**src/hdl/rrw_pkg.sv**
```systemverilog
// Shared types, widths, register indexes and codes of the RR window RMSSD unit.
// No dependencies; compile first.
`default_nettype none

package rrw_pkg;

  // Field widths
  localparam int RR_W    = 16;
  localparam int TS_W    = 63;
  localparam int CNT8_W  = 8;
  localparam int RATIO_W = 16;
  localparam int RMS_W   = 16;
  localparam int DATA_W  = 16;
  localparam int IDX_W   = 2;

  // Window depth default and pair threshold
  localparam int WINDOW_DEPTH_DEF = 128;
  localparam int MIN_PAIRS        = 4;

  // Register indexes
  localparam logic [IDX_W-1:0] REG_RR_MIN    = 2'd0;
  localparam logic [IDX_W-1:0] REG_RR_MAX    = 2'd1;
  localparam logic [IDX_W-1:0] REG_MIN_VALID = 2'd2;

  // Register reset values
  localparam logic [RR_W-1:0]   RR_MIN_RST    = 16'd300;
  localparam logic [RR_W-1:0]   RR_MAX_RST    = 16'd2000;
  localparam logic [CNT8_W-1:0] MIN_VALID_RST = 8'd16;

  // Item modes
  localparam logic MODE_PUSH    = 1'b0;
  localparam logic MODE_COMPUTE = 1'b1;

  // Shared arithmetic unit operations
  localparam logic OP_DIV  = 1'b0;
  localparam logic OP_SQRT = 1'b1;

  typedef struct packed {
    logic start;
    logic op;
  } arith_ctl_t;

endpackage

`default_nettype wire

```
**src/hdl/rrw_if.sv**
```systemverilog
// Valid/ready channels of the RR window RMSSD unit: request and result item.
// Depends on rrw_pkg for field widths.
`default_nettype none

interface rrw_in_if;
  logic                      valid;
  logic                      ready;
  logic                      mode;
  logic [rrw_pkg::RR_W-1:0]  rr_ms;
  logic                      wear;
  logic [rrw_pkg::TS_W-1:0]  timestamp_us;

  modport source (output valid, mode, rr_ms, wear, timestamp_us, input ready);
  modport sink   (input valid, mode, rr_ms, wear, timestamp_us, output ready);
endinterface

interface rrw_out_if;
  logic                         valid;
  logic                         ready;
  logic [rrw_pkg::TS_W-1:0]     time_us;
  logic [rrw_pkg::CNT8_W-1:0]   valid_count;
  logic [rrw_pkg::RATIO_W-1:0]  artifact_q15;
  logic [rrw_pkg::RMS_W-1:0]    rmssd;
  logic                         metric_valid;

  modport source (output valid, time_us, valid_count, artifact_q15, rmssd, metric_valid,
                  input ready);
  modport sink   (input valid, time_us, valid_count, artifact_q15, rmssd, metric_valid,
                  output ready);
endinterface

`default_nettype wire

```
**src/hdl/rrw_ram.sv**
```systemverilog
// Generic single-write, single-read RAM with registered read data.
// No dependencies.
`default_nettype none

module rrw_ram #(
  parameter int WIDTH  = 17,
  parameter int DEPTH  = 128,
  parameter int ADDR_W = $clog2(DEPTH)
) (
  input  logic              clk,
  input  logic              we,
  input  logic [ADDR_W-1:0] waddr,
  input  logic [WIDTH-1:0]  wdata,
  input  logic [ADDR_W-1:0] raddr,
  output logic [WIDTH-1:0]  rdata
);

  logic [WIDTH-1:0] mem [DEPTH];

  always_ff @(posedge clk) begin
    if (we) begin
      mem[waddr] <= wdata;
    end
    rdata <= mem[raddr];
  end

endmodule

`default_nettype wire

```
**src/hdl/rrw_arith.sv**
```systemverilog
// Shared iterative unit: restoring divide (one quotient bit a cycle) and
// digit-by-digit square root (one root bit a cycle). Depends on rrw_pkg.
`default_nettype none

module rrw_arith #(
  parameter int NUM_W = 50,
  parameter int DEN_W = 8,
  parameter int REM_W = 28
) (
  input  logic                clk,
  input  logic                rst,
  input  rrw_pkg::arith_ctl_t ctl,
  input  logic [NUM_W-1:0]    num,
  input  logic [DEN_W-1:0]    den,
  output logic                done,
  output logic [NUM_W-1:0]    quo,
  output logic [REM_W-1:0]    rem
);
  import rrw_pkg::*;

  localparam int HALF_W = NUM_W / 2;
  localparam int STEP_W = $clog2(NUM_W + 1);

  logic              busy;
  logic              op_r;
  logic [STEP_W-1:0] steps;
  logic [NUM_W-1:0]  acc;
  logic [REM_W-1:0]  shifted;
  logic [REM_W-1:0]  trial;
  logic [REM_W:0]    diff;
  logic              fits;

  // One subtractor serves both operations
  always_comb begin
    if (op_r == OP_SQRT) begin
      shifted = {rem[REM_W-3:0], acc[NUM_W-1 -: 2]};
      trial   = {quo[REM_W-3:0], 2'b01};
    end else begin
      shifted = {rem[REM_W-2:0], acc[NUM_W-1]};
      trial   = REM_W'(den);
    end
    diff = {1'b0, shifted} - {1'b0, trial};
    fits = !diff[REM_W];
  end

  always_ff @(posedge clk) begin
    if (rst) begin
      busy  <= 1'b0;
      done  <= 1'b0;
      steps <= '0;
    end else begin
      done <= 1'b0;
      if (ctl.start) begin
        busy  <= 1'b1;
        steps <= (ctl.op == OP_SQRT) ? STEP_W'(HALF_W) : STEP_W'(NUM_W);
      end else if (busy) begin
        steps <= steps - STEP_W'(1);
        if (steps == STEP_W'(1)) begin
          busy <= 1'b0;
          done <= 1'b1;
        end
      end
    end
  end

  always_ff @(posedge clk) begin
    if (ctl.start) begin
      op_r <= ctl.op;
      acc  <= num;
      rem  <= '0;
      quo  <= '0;
    end else if (busy) begin
      acc <= (op_r == OP_SQRT) ? {acc[NUM_W-3:0], 2'b00} : {acc[NUM_W-2:0], 1'b0};
      rem <= fits ? diff[REM_W-1:0] : shifted;
      quo <= {quo[NUM_W-2:0], fits};
    end
  end

endmodule

`default_nettype wire

```
**src/hdl/rr_window_rmssd_unit.sv**
```systemverilog
// RR interval ring window with an RMSSD heart-rate-variability frame.
// Depends on rrw_pkg, rrw_if, rrw_ram and rrw_arith.
// Sequence: a push item is written to the ring when accepted. A compute item walks a non-empty
//   window one entry a cycle, drains the pipeline, then runs the ratio divide, mean divide and
//   root on the shared bit-serial divide/root unit; a frame without a scored RMSSD skips the last two.
// Throughput: one item at a time; ready is high only between items.
// Reset (rst, synchronous): empty window, limits back to 300/2000 ms and 16 intervals.
`default_nettype none

module rr_window_rmssd_unit #(
  parameter int WINDOW_DEPTH = rrw_pkg::WINDOW_DEPTH_DEF
) (
  input  logic                        clk,
  input  logic                        rst,
  input  logic                        cfg_we,
  input  logic [rrw_pkg::IDX_W-1:0]   cfg_index,
  input  logic [rrw_pkg::DATA_W-1:0]  cfg_data,
  rrw_in_if.sink                      req,
  rrw_out_if.source                   rsp
);
  import rrw_pkg::*;

  // Sizes that follow from the window depth
  localparam int AW     = $clog2(WINDOW_DEPTH);
  localparam int CW     = $clog2(WINDOW_DEPTH + 1);
  localparam int CMP_W  = (CW > CNT8_W) ? CW : CNT8_W;
  localparam int SQ_W   = 2 * RR_W;
  localparam int SUM_W  = SQ_W + CW;
  localparam int NUM_W  = 2 * ((SUM_W + 10) / 2);
  localparam int HALF_W = NUM_W / 2;
  localparam int REM_W  = (CW + 2 > HALF_W + 3) ? CW + 2 : HALF_W + 3;
  localparam int ENT_W  = RR_W + 1;

  // Sequencer states
  localparam logic [2:0] S_IDLE  = 3'd0;
  localparam logic [2:0] S_WALK  = 3'd1;
  localparam logic [2:0] S_DRAIN = 3'd2;
  localparam logic [2:0] S_RATIO = 3'd3;
  localparam logic [2:0] S_MEAN  = 3'd4;
  localparam logic [2:0] S_ROOT  = 3'd5;
  localparam logic [2:0] S_OUT   = 3'd6;

  logic [2:0]        state;

  // Configuration
  logic [RR_W-1:0]   rr_min;
  logic [RR_W-1:0]   rr_max;
  logic [CNT8_W-1:0] min_valid;

  // Ring bookkeeping
  logic [AW-1:0]     write_slot;
  logic [CW-1:0]     fill_count;

  // Walk pipeline
  logic [AW-1:0]     rd_ptr;
  logic [CW-1:0]     iss_cnt;
  logic              rd_v;
  logic              rd_first;
  logic [ENT_W-1:0]  rdata;
  logic [RR_W-1:0]   prev_rr;
  logic              prev_ok;
  logic              pair_hit;
  logic              diff_v;
  logic [RR_W-1:0]   diff;
  logic              sq_v;
  logic [SQ_W-1:0]   sq;

  // Accumulators and frame
  logic [CW-1:0]     valid_n;
  logic [CW-1:0]     invalid_n;
  logic [CW-1:0]     pair_cnt;
  logic [SUM_W-1:0]  sum;
  logic [TS_W-1:0]   ts_r;
  logic [RATIO_W-1:0] ratio;
  logic [RMS_W-1:0]  rmssd_r;
  logic              metric_r;
  logic              metric_ok;

  // Output register
  logic              rsp_valid;
  logic [TS_W-1:0]   out_time;
  logic [CNT8_W-1:0] out_count;
  logic [RATIO_W-1:0] out_ratio;
  logic [RMS_W-1:0]  out_rmssd;
  logic              out_metric;

  // Push path
  logic              accept;
  logic              push;
  logic              entry_ok;

  // Shared unit
  arith_ctl_t        arith_ctl;
  logic [NUM_W-1:0]  arith_num;
  logic [CW-1:0]     arith_den;
  logic              arith_done;
  logic [NUM_W-1:0]  arith_quo;
  logic [REM_W-1:0]  arith_rem;

  // Rounding and saturation of the root
  logic [HALF_W-1:0] root;
  logic [HALF_W:0]   root_rnd;
  logic [RMS_W-1:0]  root_sat;
  logic [CMP_W-1:0]  vc_ext;
  logic [CNT8_W-1:0] vc_sat;

  assign req.ready = (state == S_IDLE);
  assign accept    = req.valid && req.ready;
  assign push      = accept && (req.mode == MODE_PUSH);
  assign entry_ok  = req.wear && (req.rr_ms >= rr_min) && (req.rr_ms <= rr_max);

  // Ring of intervals; bit RR_W marks a valid interval
  rrw_ram #(
    .WIDTH (ENT_W),
    .DEPTH (WINDOW_DEPTH),
    .ADDR_W(AW)
  ) u_ring (
    .clk  (clk),
    .we   (push),
    .waddr(write_slot),
    .wdata({entry_ok, req.rr_ms}),
    .raddr(rd_ptr),
    .rdata(rdata)
  );

  // A pair counts only when both neighbors are valid and this is not the oldest entry
  assign pair_hit = !rd_first && prev_ok && rdata[RR_W];

  assign metric_ok = (CMP_W'(valid_n) >= CMP_W'(min_valid)) &&
                     (pair_cnt >= CW'(MIN_PAIRS));

  // Operand select follows the state that the start pulse enters
  always_comb begin
    unique case (state)
      S_MEAN: begin
        arith_num = NUM_W'({sum, 8'b0}) + NUM_W'(pair_cnt >> 1);
        arith_den = pair_cnt;
      end
      S_ROOT: begin
        arith_num = arith_quo;
        arith_den = pair_cnt;
      end
      default: begin
        arith_num = NUM_W'({invalid_n, 15'b0}) + NUM_W'(fill_count >> 1);
        arith_den = fill_count;
      end
    endcase
  end

  rrw_arith #(
    .NUM_W(NUM_W),
    .DEN_W(CW),
    .REM_W(REM_W)
  ) u_arith (
    .clk (clk),
    .rst (rst),
    .ctl (arith_ctl),
    .num (arith_num),
    .den (arith_den),
    .done(arith_done),
    .quo (arith_quo),
    .rem (arith_rem)
  );

  // Round to nearest: a remainder above the floor root bumps it; then saturate
  always_comb begin
    root     = arith_quo[HALF_W-1:0];
    root_rnd = {1'b0, root} + (HALF_W+1)'(arith_rem > REM_W'(root));
    root_sat = (root_rnd > (HALF_W+1)'(16'hFFFF)) ? 16'hFFFF : root_rnd[RMS_W-1:0];
    vc_ext   = CMP_W'(valid_n);
    vc_sat   = (vc_ext > CMP_W'(8'hFF)) ? 8'hFF : vc_ext[CNT8_W-1:0];
  end

  // Control: sequencer, ring write slot and fill count, configuration, pipeline valids
  always_ff @(posedge clk) begin
    if (rst) begin
      state      <= S_IDLE;
      write_slot <= '0;
      fill_count <= '0;
      rr_min     <= RR_MIN_RST;
      rr_max     <= RR_MAX_RST;
      min_valid  <= MIN_VALID_RST;
      rsp_valid  <= 1'b0;
      rd_v       <= 1'b0;
      diff_v     <= 1'b0;
      sq_v       <= 1'b0;
      arith_ctl  <= '0;
    end else begin
      arith_ctl.start <= 1'b0;
      rd_v   <= (state == S_WALK);
      diff_v <= rd_v && pair_hit;
      sq_v   <= diff_v;

      if (cfg_we) begin
        unique case (cfg_index)
          REG_RR_MIN:    rr_min    <= cfg_data;
          REG_RR_MAX:    rr_max    <= cfg_data;
          REG_MIN_VALID: min_valid <= cfg_data[CNT8_W-1:0];
          default: ;
        endcase
      end

      if (rsp_valid && rsp.ready) begin
        rsp_valid <= 1'b0;
      end

      unique case (state)
        S_IDLE: begin
          if (accept) begin
            if (req.mode == MODE_PUSH) begin
              // Advance the write slot, wrap at the window end, saturate the fill
              write_slot <= (write_slot == AW'(WINDOW_DEPTH - 1)) ? '0 : write_slot + AW'(1);
              if (fill_count != CW'(WINDOW_DEPTH)) begin
                fill_count <= fill_count + CW'(1);
              end
            end else if (fill_count == '0) begin
              state <= S_OUT;
            end else begin
              state <= S_WALK;
            end
          end
        end
        S_WALK: begin
          if (iss_cnt == fill_count - CW'(1)) begin
            state <= S_DRAIN;
          end
        end
        S_DRAIN: begin
          if (!rd_v && !diff_v && !sq_v) begin
            state     <= S_RATIO;
            arith_ctl <= '{start: 1'b1, op: OP_DIV};
          end
        end
        S_RATIO: begin
          if (arith_done) begin
            if (metric_ok) begin
              state     <= S_MEAN;
              arith_ctl <= '{start: 1'b1, op: OP_DIV};
            end else begin
              state <= S_OUT;
            end
          end
        end
        S_MEAN: begin
          if (arith_done) begin
            state     <= S_ROOT;
            arith_ctl <= '{start: 1'b1, op: OP_SQRT};
          end
        end
        S_ROOT: begin
          if (arith_done) begin
            state <= S_OUT;
          end
        end
        S_OUT: begin
          // Hold the frame until the output register is free
          if (!rsp_valid || rsp.ready) begin
            rsp_valid <= 1'b1;
            state     <= S_IDLE;
          end
        end
        default: state <= S_IDLE;
      endcase
    end
  end

  // Datapath: walk from oldest to newest, square, accumulate, collect the frame
  always_ff @(posedge clk) begin
    rd_first <= (iss_cnt == '0);

    if (accept && (req.mode == MODE_COMPUTE)) begin
      ts_r      <= req.timestamp_us;
      valid_n   <= '0;
      invalid_n <= '0;
      pair_cnt  <= '0;
      sum       <= '0;
      ratio     <= '0;
      rmssd_r   <= '0;
      metric_r  <= 1'b0;
      iss_cnt   <= '0;
      // A full ring starts at the oldest slot, the one about to be overwritten
      rd_ptr    <= (fill_count == CW'(WINDOW_DEPTH)) ? write_slot : '0;
    end

    if (state == S_WALK) begin
      rd_ptr  <= (rd_ptr == AW'(WINDOW_DEPTH - 1)) ? '0 : rd_ptr + AW'(1);
      iss_cnt <= iss_cnt + CW'(1);
    end

    if (rd_v) begin
      if (rdata[RR_W]) begin
        valid_n <= valid_n + CW'(1);
      end else begin
        invalid_n <= invalid_n + CW'(1);
      end
      if (pair_hit) begin
        pair_cnt <= pair_cnt + CW'(1);
      end
      diff    <= (prev_rr > rdata[RR_W-1:0]) ? prev_rr - rdata[RR_W-1:0]
                                             : rdata[RR_W-1:0] - prev_rr;
      prev_rr <= rdata[RR_W-1:0];
      prev_ok <= rdata[RR_W];
    end

    if (diff_v) begin
      sq <= diff * diff;
    end

    if (sq_v) begin
      sum <= sum + SUM_W'(sq);
    end

    if ((state == S_RATIO) && arith_done) begin
      ratio <= arith_quo[RATIO_W-1:0];
    end

    if ((state == S_ROOT) && arith_done) begin
      rmssd_r  <= root_sat;
      metric_r <= 1'b1;
    end

    if ((state == S_OUT) && (!rsp_valid || rsp.ready)) begin
      out_time   <= ts_r;
      out_count  <= vc_sat;
      out_ratio  <= ratio;
      out_rmssd  <= rmssd_r;
      out_metric <= metric_r;
    end
  end

  assign rsp.valid          = rsp_valid;
  assign rsp.time_us        = out_time;
  assign rsp.valid_count    = out_count;
  assign rsp.artifact_q15   = out_ratio;
  assign rsp.rmssd          = out_rmssd;
  assign rsp.metric_valid   = out_metric;

  // The fill count never passes the window depth
  a_fill_bound: assert property (@(posedge clk) disable iff (rst)
    fill_count <= CW'(WINDOW_DEPTH))
    else $error("fill count beyond window depth");

  // A compute item on a non-empty window starts the walk
  a_walk_start: assert property (@(posedge clk) disable iff (rst)
    (accept && (req.mode == MODE_COMPUTE) && (fill_count != '0)) |=> (state == S_WALK))
    else $error("compute item did not start the walk");

  // The shared unit finishes only in a state that waits for it
  a_done_state: assert property (@(posedge clk) disable iff (rst)
    arith_done |-> ((state == S_RATIO) || (state == S_MEAN) || (state == S_ROOT)))
    else $error("arith result in unexpected state");

  // Pairs never outnumber valid intervals
  a_pairs: assert property (@(posedge clk) disable iff (rst)
    (state == S_OUT) |-> (pair_cnt <= valid_n))
    else $error("pair count above valid count");

  // The artifact ratio never exceeds one
  a_ratio: assert property (@(posedge clk) disable iff (rst)
    (state == S_OUT) |-> (ratio <= 16'd32768))
    else $error("artifact ratio above one");

endmodule

`default_nettype wire

```
**src/flat_wrapper.sv**
```systemverilog
// flat-port wrapper written by rule: the top's interface ports become plain ports
module rr_window_rmssd_unit_flat import rrw_pkg::*;
#(
  parameter int WINDOW_DEPTH = rrw_pkg::WINDOW_DEPTH_DEF
)
  (clk, rst, cfg_we, cfg_index, cfg_data, req_valid, req_mode, req_rr_ms, req_wear, req_timestamp_us, req_ready, rsp_valid, rsp_time_us, rsp_valid_count, rsp_artifact_q15, rsp_rmssd, rsp_metric_valid, rsp_ready);
  rrw_in_if req_i ();
  rrw_out_if rsp_i ();
  input  logic clk;
  input  logic rst;
  input  logic cfg_we;
  input  logic [rrw_pkg::IDX_W-1:0] cfg_index;
  input  logic [rrw_pkg::DATA_W-1:0] cfg_data;
  input wire logic [$bits(req_i.valid)-1:0] req_valid;
  input wire logic [$bits(req_i.mode)-1:0] req_mode;
  input wire logic [$bits(req_i.rr_ms)-1:0] req_rr_ms;
  input wire logic [$bits(req_i.wear)-1:0] req_wear;
  input wire logic [$bits(req_i.timestamp_us)-1:0] req_timestamp_us;
  output wire logic [$bits(req_i.ready)-1:0] req_ready;
  output wire logic [$bits(rsp_i.valid)-1:0] rsp_valid;
  output wire logic [$bits(rsp_i.time_us)-1:0] rsp_time_us;
  output wire logic [$bits(rsp_i.valid_count)-1:0] rsp_valid_count;
  output wire logic [$bits(rsp_i.artifact_q15)-1:0] rsp_artifact_q15;
  output wire logic [$bits(rsp_i.rmssd)-1:0] rsp_rmssd;
  output wire logic [$bits(rsp_i.metric_valid)-1:0] rsp_metric_valid;
  input wire logic [$bits(rsp_i.ready)-1:0] rsp_ready;
  assign req_i.valid = req_valid;
  assign req_i.mode = req_mode;
  assign req_i.rr_ms = req_rr_ms;
  assign req_i.wear = req_wear;
  assign req_i.timestamp_us = req_timestamp_us;
  assign req_ready = req_i.ready;
  assign rsp_valid = rsp_i.valid;
  assign rsp_time_us = rsp_i.time_us;
  assign rsp_valid_count = rsp_i.valid_count;
  assign rsp_artifact_q15 = rsp_i.artifact_q15;
  assign rsp_rmssd = rsp_i.rmssd;
  assign rsp_metric_valid = rsp_i.metric_valid;
  assign rsp_i.ready = rsp_ready;
  rr_window_rmssd_unit #(.WINDOW_DEPTH(WINDOW_DEPTH)) u_core (.clk(clk), .rst(rst), .cfg_we(cfg_we), .cfg_index(cfg_index), .cfg_data(cfg_data), .req(req_i), .rsp(rsp_i));
endmodule
```
**config.mk**
```make
export PLATFORM = sky130hd
export DESIGN_NAME = rr_window_rmssd_unit_flat
export DESIGN_NICKNAME = d
export VERILOG_FILES = /design/src/hdl/rrw_pkg.sv /design/src/hdl/rrw_if.sv /design/src/hdl/rrw_ram.sv /design/src/hdl/rrw_arith.sv /design/src/hdl/rr_window_rmssd_unit.sv /design/src/flat_wrapper.sv
export SDC_FILE = /design/constraint.sdc
export NUM_CORES = 2
export LEC_CHECK = 0
export BUFFER_PORTS_ARGS = -buffer_cell sky130_fd_sc_hd__buf_2
export CAP_MARGIN = 20
export CORE_MARGIN = 5
export CORE_UTILIZATION = 55
export CTS_BUF_LIST = sky130_fd_sc_hd__clkbuf_8
export DETAILED_ROUTE_END_ITERATION = 6
export GPL_ROUTABILITY_DRIVEN = 0
export PLACE_DENSITY = 0.7
export SYNTH_ARGS = -nofsm -noshare
export SYNTH_HDL_FRONTEND = slang
export SYNTH_SLANG_ARGS = --single-unit
```
**constraint.sdc**
```tcl
create_clock -name clk -period 9.24 [get_ports clk]
set_clock_uncertainty 0.1 [all_clocks]
set_input_delay 0.462 -clock clk [delete_from_list [all_inputs] [get_ports clk]]
set_output_delay 0.462 -clock clk [all_outputs]
set_load 0.02 [all_outputs]
```
==> impl_metrics.py <==
metrics = {
    "place": {
        "dp.cells": 9659,
        "port_buffers": 209,
        "hpwlAfterDp_um": 176000,
    },
    "floorplanning": {
        "dieWidth_um": 474,
        "rows": 170,
        "io_pins": 210,
        "die_y_um": 474,
        "start_util_pct": 55.3,
        "dieArea_um2": 225000,
        "core-area_um2": 215000,
    },
    "logic_synthesis": {
        "synth_edf_count": 2545,
        "synth.ff_latch_count": 2738,
        "yosysWarnings": 0,
        "netlist_area_um2": 119000,
        "synth_top_area_cell": "edfxtp_1",
        "syn_avg_cell_area_um2": 17.6,
        "yosys_most_used_dff": "edfxtp_1",
        "syn-num-nets": 7271,
        "ys_types": 72,
        "async_flop_share_pct": 0,
        "synth_area_leaders": "edfxtp_1 64%, mux4_2 14%, dfxtp_1 3.3%",
        "synth_cells": 6731,
        "ys_seq_area_share_pct": 67.7,
        "synth_top_area_share_pct": 64.4,
    },
    "cells_and_area": {
        "syn2layout_area_growth_pct": 12.5,
        "multi_input_area_um2": 35600,
        "register_area_um2": 80300,
        "layout-drive-gt1-share_pct": 22.8,
        "n_fill_cell": 15000,
        "final_common_cell": "edfxtp_1",
        "final_cell_mix": "2,545 x edfxtp_1, 712 x mux4_2, 549 x inv_1",
        "final_net_count": 7983,
        "instances_no_fill": 10600,
        "final_util_pct": 62.2,
    },
    "timing": {
        "period_share_pct": 75.8,
        "period_needed_ns": 7.01,
        "setup_violations": 0,
        "final_max_slew_viol_count": 0,
        "rsz0062_at_grt": "false",
        "fmax_mhz": 143,
        "max_slew.worst_pin.slew_ns": 1.22,
        "relSlewSlack_pct": 18.6,
        "tns_ns": 0,
        "hold_viol": 0,
        "fin_hold_ws_ns": 0.124,
    },
    "route": {
        "vias_per_cell": 6.10,
        "avgRoutedWirePerCell_um": 27.1,
        "dr.pass1.iters": 5,
        "drc": 0,
        "drt_wl_total_um": 288000,
        "initialDrtViolationCount": 7081,
        "vias": 64700,
        "ant_nets": 0,
    },
    "global_route": {
        "grt_pass1_wl_um": 428000,
        "grt.total_usage_pct": 25.7,
        "grt_max_degree": 127,
        "overflow": 0,
        "antenna_found_initial": 19,
        "grt_pass1_vias": 65900,
    },
    "critical_path": {
        "crit_type": "reg -> reg",
        "crit_arrival_ns": 7.63,
        "crit_start": "u_core.diff[3]",
        "cp-start-kind": "flop",
        "timing.rr.start": "u_core.diff[3]",
        "required_ns": 9.87,
        "critPathCaptureType": "flop",
        "crit_fanout": 12,
    },
    "clock_tree": {
        "tritoncts": "built",
        "cts_root_buf": "clkbuf_8",
        "clockBufferDepth": 4,
        "post-cts-setup-buffers": 0,
        "cts.sinks": 2738,
        "cts_resized": 0,
        "clkLatencyLatePin_ns": 1.10,
        "numCtsBuffers": 434,
        "clk_pin_slew_ns": 0.06,
        "htree_levels": 5,
    },
    "hold_path": {
        "hold_start": "cfg_data[15]",
        "hold_class": "in -> reg",
    },
    "pwr": {
        "ir_drop_uv": 754,
        "p_total_mw": 42.6,
        "pwr_density_cell_nw_per_um2": 319,
        "leakage_nw": 46.1,
    },
    "run": {
        "max_cap_violations": 0,
    },
    "status": {
        "outcome": "finished, final reports clean",
    },
}
-- per-stage QoR --
step / worst slack (ns) / instance area [µm²]
final: 2.23 / 134000
after global placement: 2.50 / 124000
after global routing: 1.89 / 134000
after floorplan: 0.370 / 119000
after detailed placement: 2.35 / 124000
after CTS: 2.32 / 133000
-- synth_stat cells, drive strengths merged, types with 15 or more instances --
library cell / number
edfxtp: 2545
mux4: 712
inv: 404
nor2: 353
nand2: 319
ha: 271
clkbuf: 218
a21oi: 197
dfxtp: 193
mux2i: 183
o21ai: 167
fa: 165
buf: 116
xnor2: 85
and2: 83
nand3: 69
a21o: 64
xor2: 56
mux2: 48
nand4: 35
o22ai: 34
a31oi: 32
nor2b: 31
a211oi: 30
and3: 30
nor3: 29
o211ai: 28
nand2b: 27
o21a: 17
nor4: 16
nand3b: 15
nor3b: 15
or3: 15
-- cell families after synthesis --
| kind of cell | after synthesis | share of synthesized area, % |
|---|---|---|
| AOI/OAI and AO/OA | 658 | 3.43 |
| and+or+nand+nor | 1077 | 4.25 |
| adders and majority gates | 436 | 5.64 |
| xor gates and xnor gates | 141 | 1.04 |
| muxes | 943 | 15.5 |
| buffers and inverters | 738 | 2.45 |
| DFF | 2738 | 67.7 |
-- worst max-delay path, stage by stage, from the launching register on --
cell	delay, ns
edfxtp_1	0.59
inv_1	0.32
nor2_1	0.13
fa_1	0.51
inv_1	0.05
fa_1	0.57
fa_1	0.45
fa_1	0.54
inv_1	0.05
fa_1	0.47
inv_1	0.05
fa_1	0.47
inv_1	0.04
ha_1	0.33
o41ai_1	0.10
a21oi_1	0.25
nand3_1	0.16
a211oi_1	0.54
o211ai_1	0.30
a31oi_1	0.34
nor4b_1	0.11
a211o_1	0.23
-- registers in the layout (all words and copies together) (netlist names), 17 cells and up --
signal,flops
u_core.u_ring.rdata,17
u_core.ts_r,63
u_core.rsp.time_us,63
u_core.u_arith.rem,28
u_core.u_ring.mem,2176
u_core.u_arith.quo,50
u_core.u_arith.acc,50
u_core.sq,31
u_core.sum,40
-- cell type report --
class | instances | area share [%]
Antenna cell | 10 | 0.0187
Clock buffer | 448 | 4.62
Clock inverter | 319 | 1.21
Inverter | 404 | 1.14
Multi-Input combinational cell | 3255 | 26.6
Sequential cell | 2738 | 60.1
Tap cell | 2838 | 2.66
Timing Repair Buffer | 610 | 3.57
-- timing repair --
item	4_1_cts	5_1_grt
hold buffers	185	0
endpoints found under the setup margin	0	0
endpoints found under the hold margin	617	0
-- worst paths after layout --
kind	endpoint	slack, ns	cells after the start
hold / removal	u_core.rr_min[15]	0.12	4
hold reg to reg	u_core.rsp.rmssd[0]	0.28	0
setup reg to reg	u_core.sq[29]	2.23	21
setup / recovery	u_core.sq[29]	2.23	21
-- power breakdown --
group / total, mW / internal, mW / switching, mW / leakage [nW]
Sequential: 15.0 / 14.6 / 0.385 / 24.4
Combinational: 18.2 / 8.04 / 10.1 / 17.2
Clock: 9.38 / 4.78 / 4.60 / 4.52
Total: 42.6 / 27.5 / 15.1 / 46.1
-- per-layer routing --
metal | routed length [µm] | up-vias | global-route usage [%]
met5 | 48 | - | 0
met1 | 112000 | 33500 | 35.2
met3 | 24000 | 508 | 4.67
li1 | - | 27800 | -
met2 | 143000 | 2968 | 42.6
met4 | 8590 | 8 | 7.70
(Power assumes the default switching activity.)
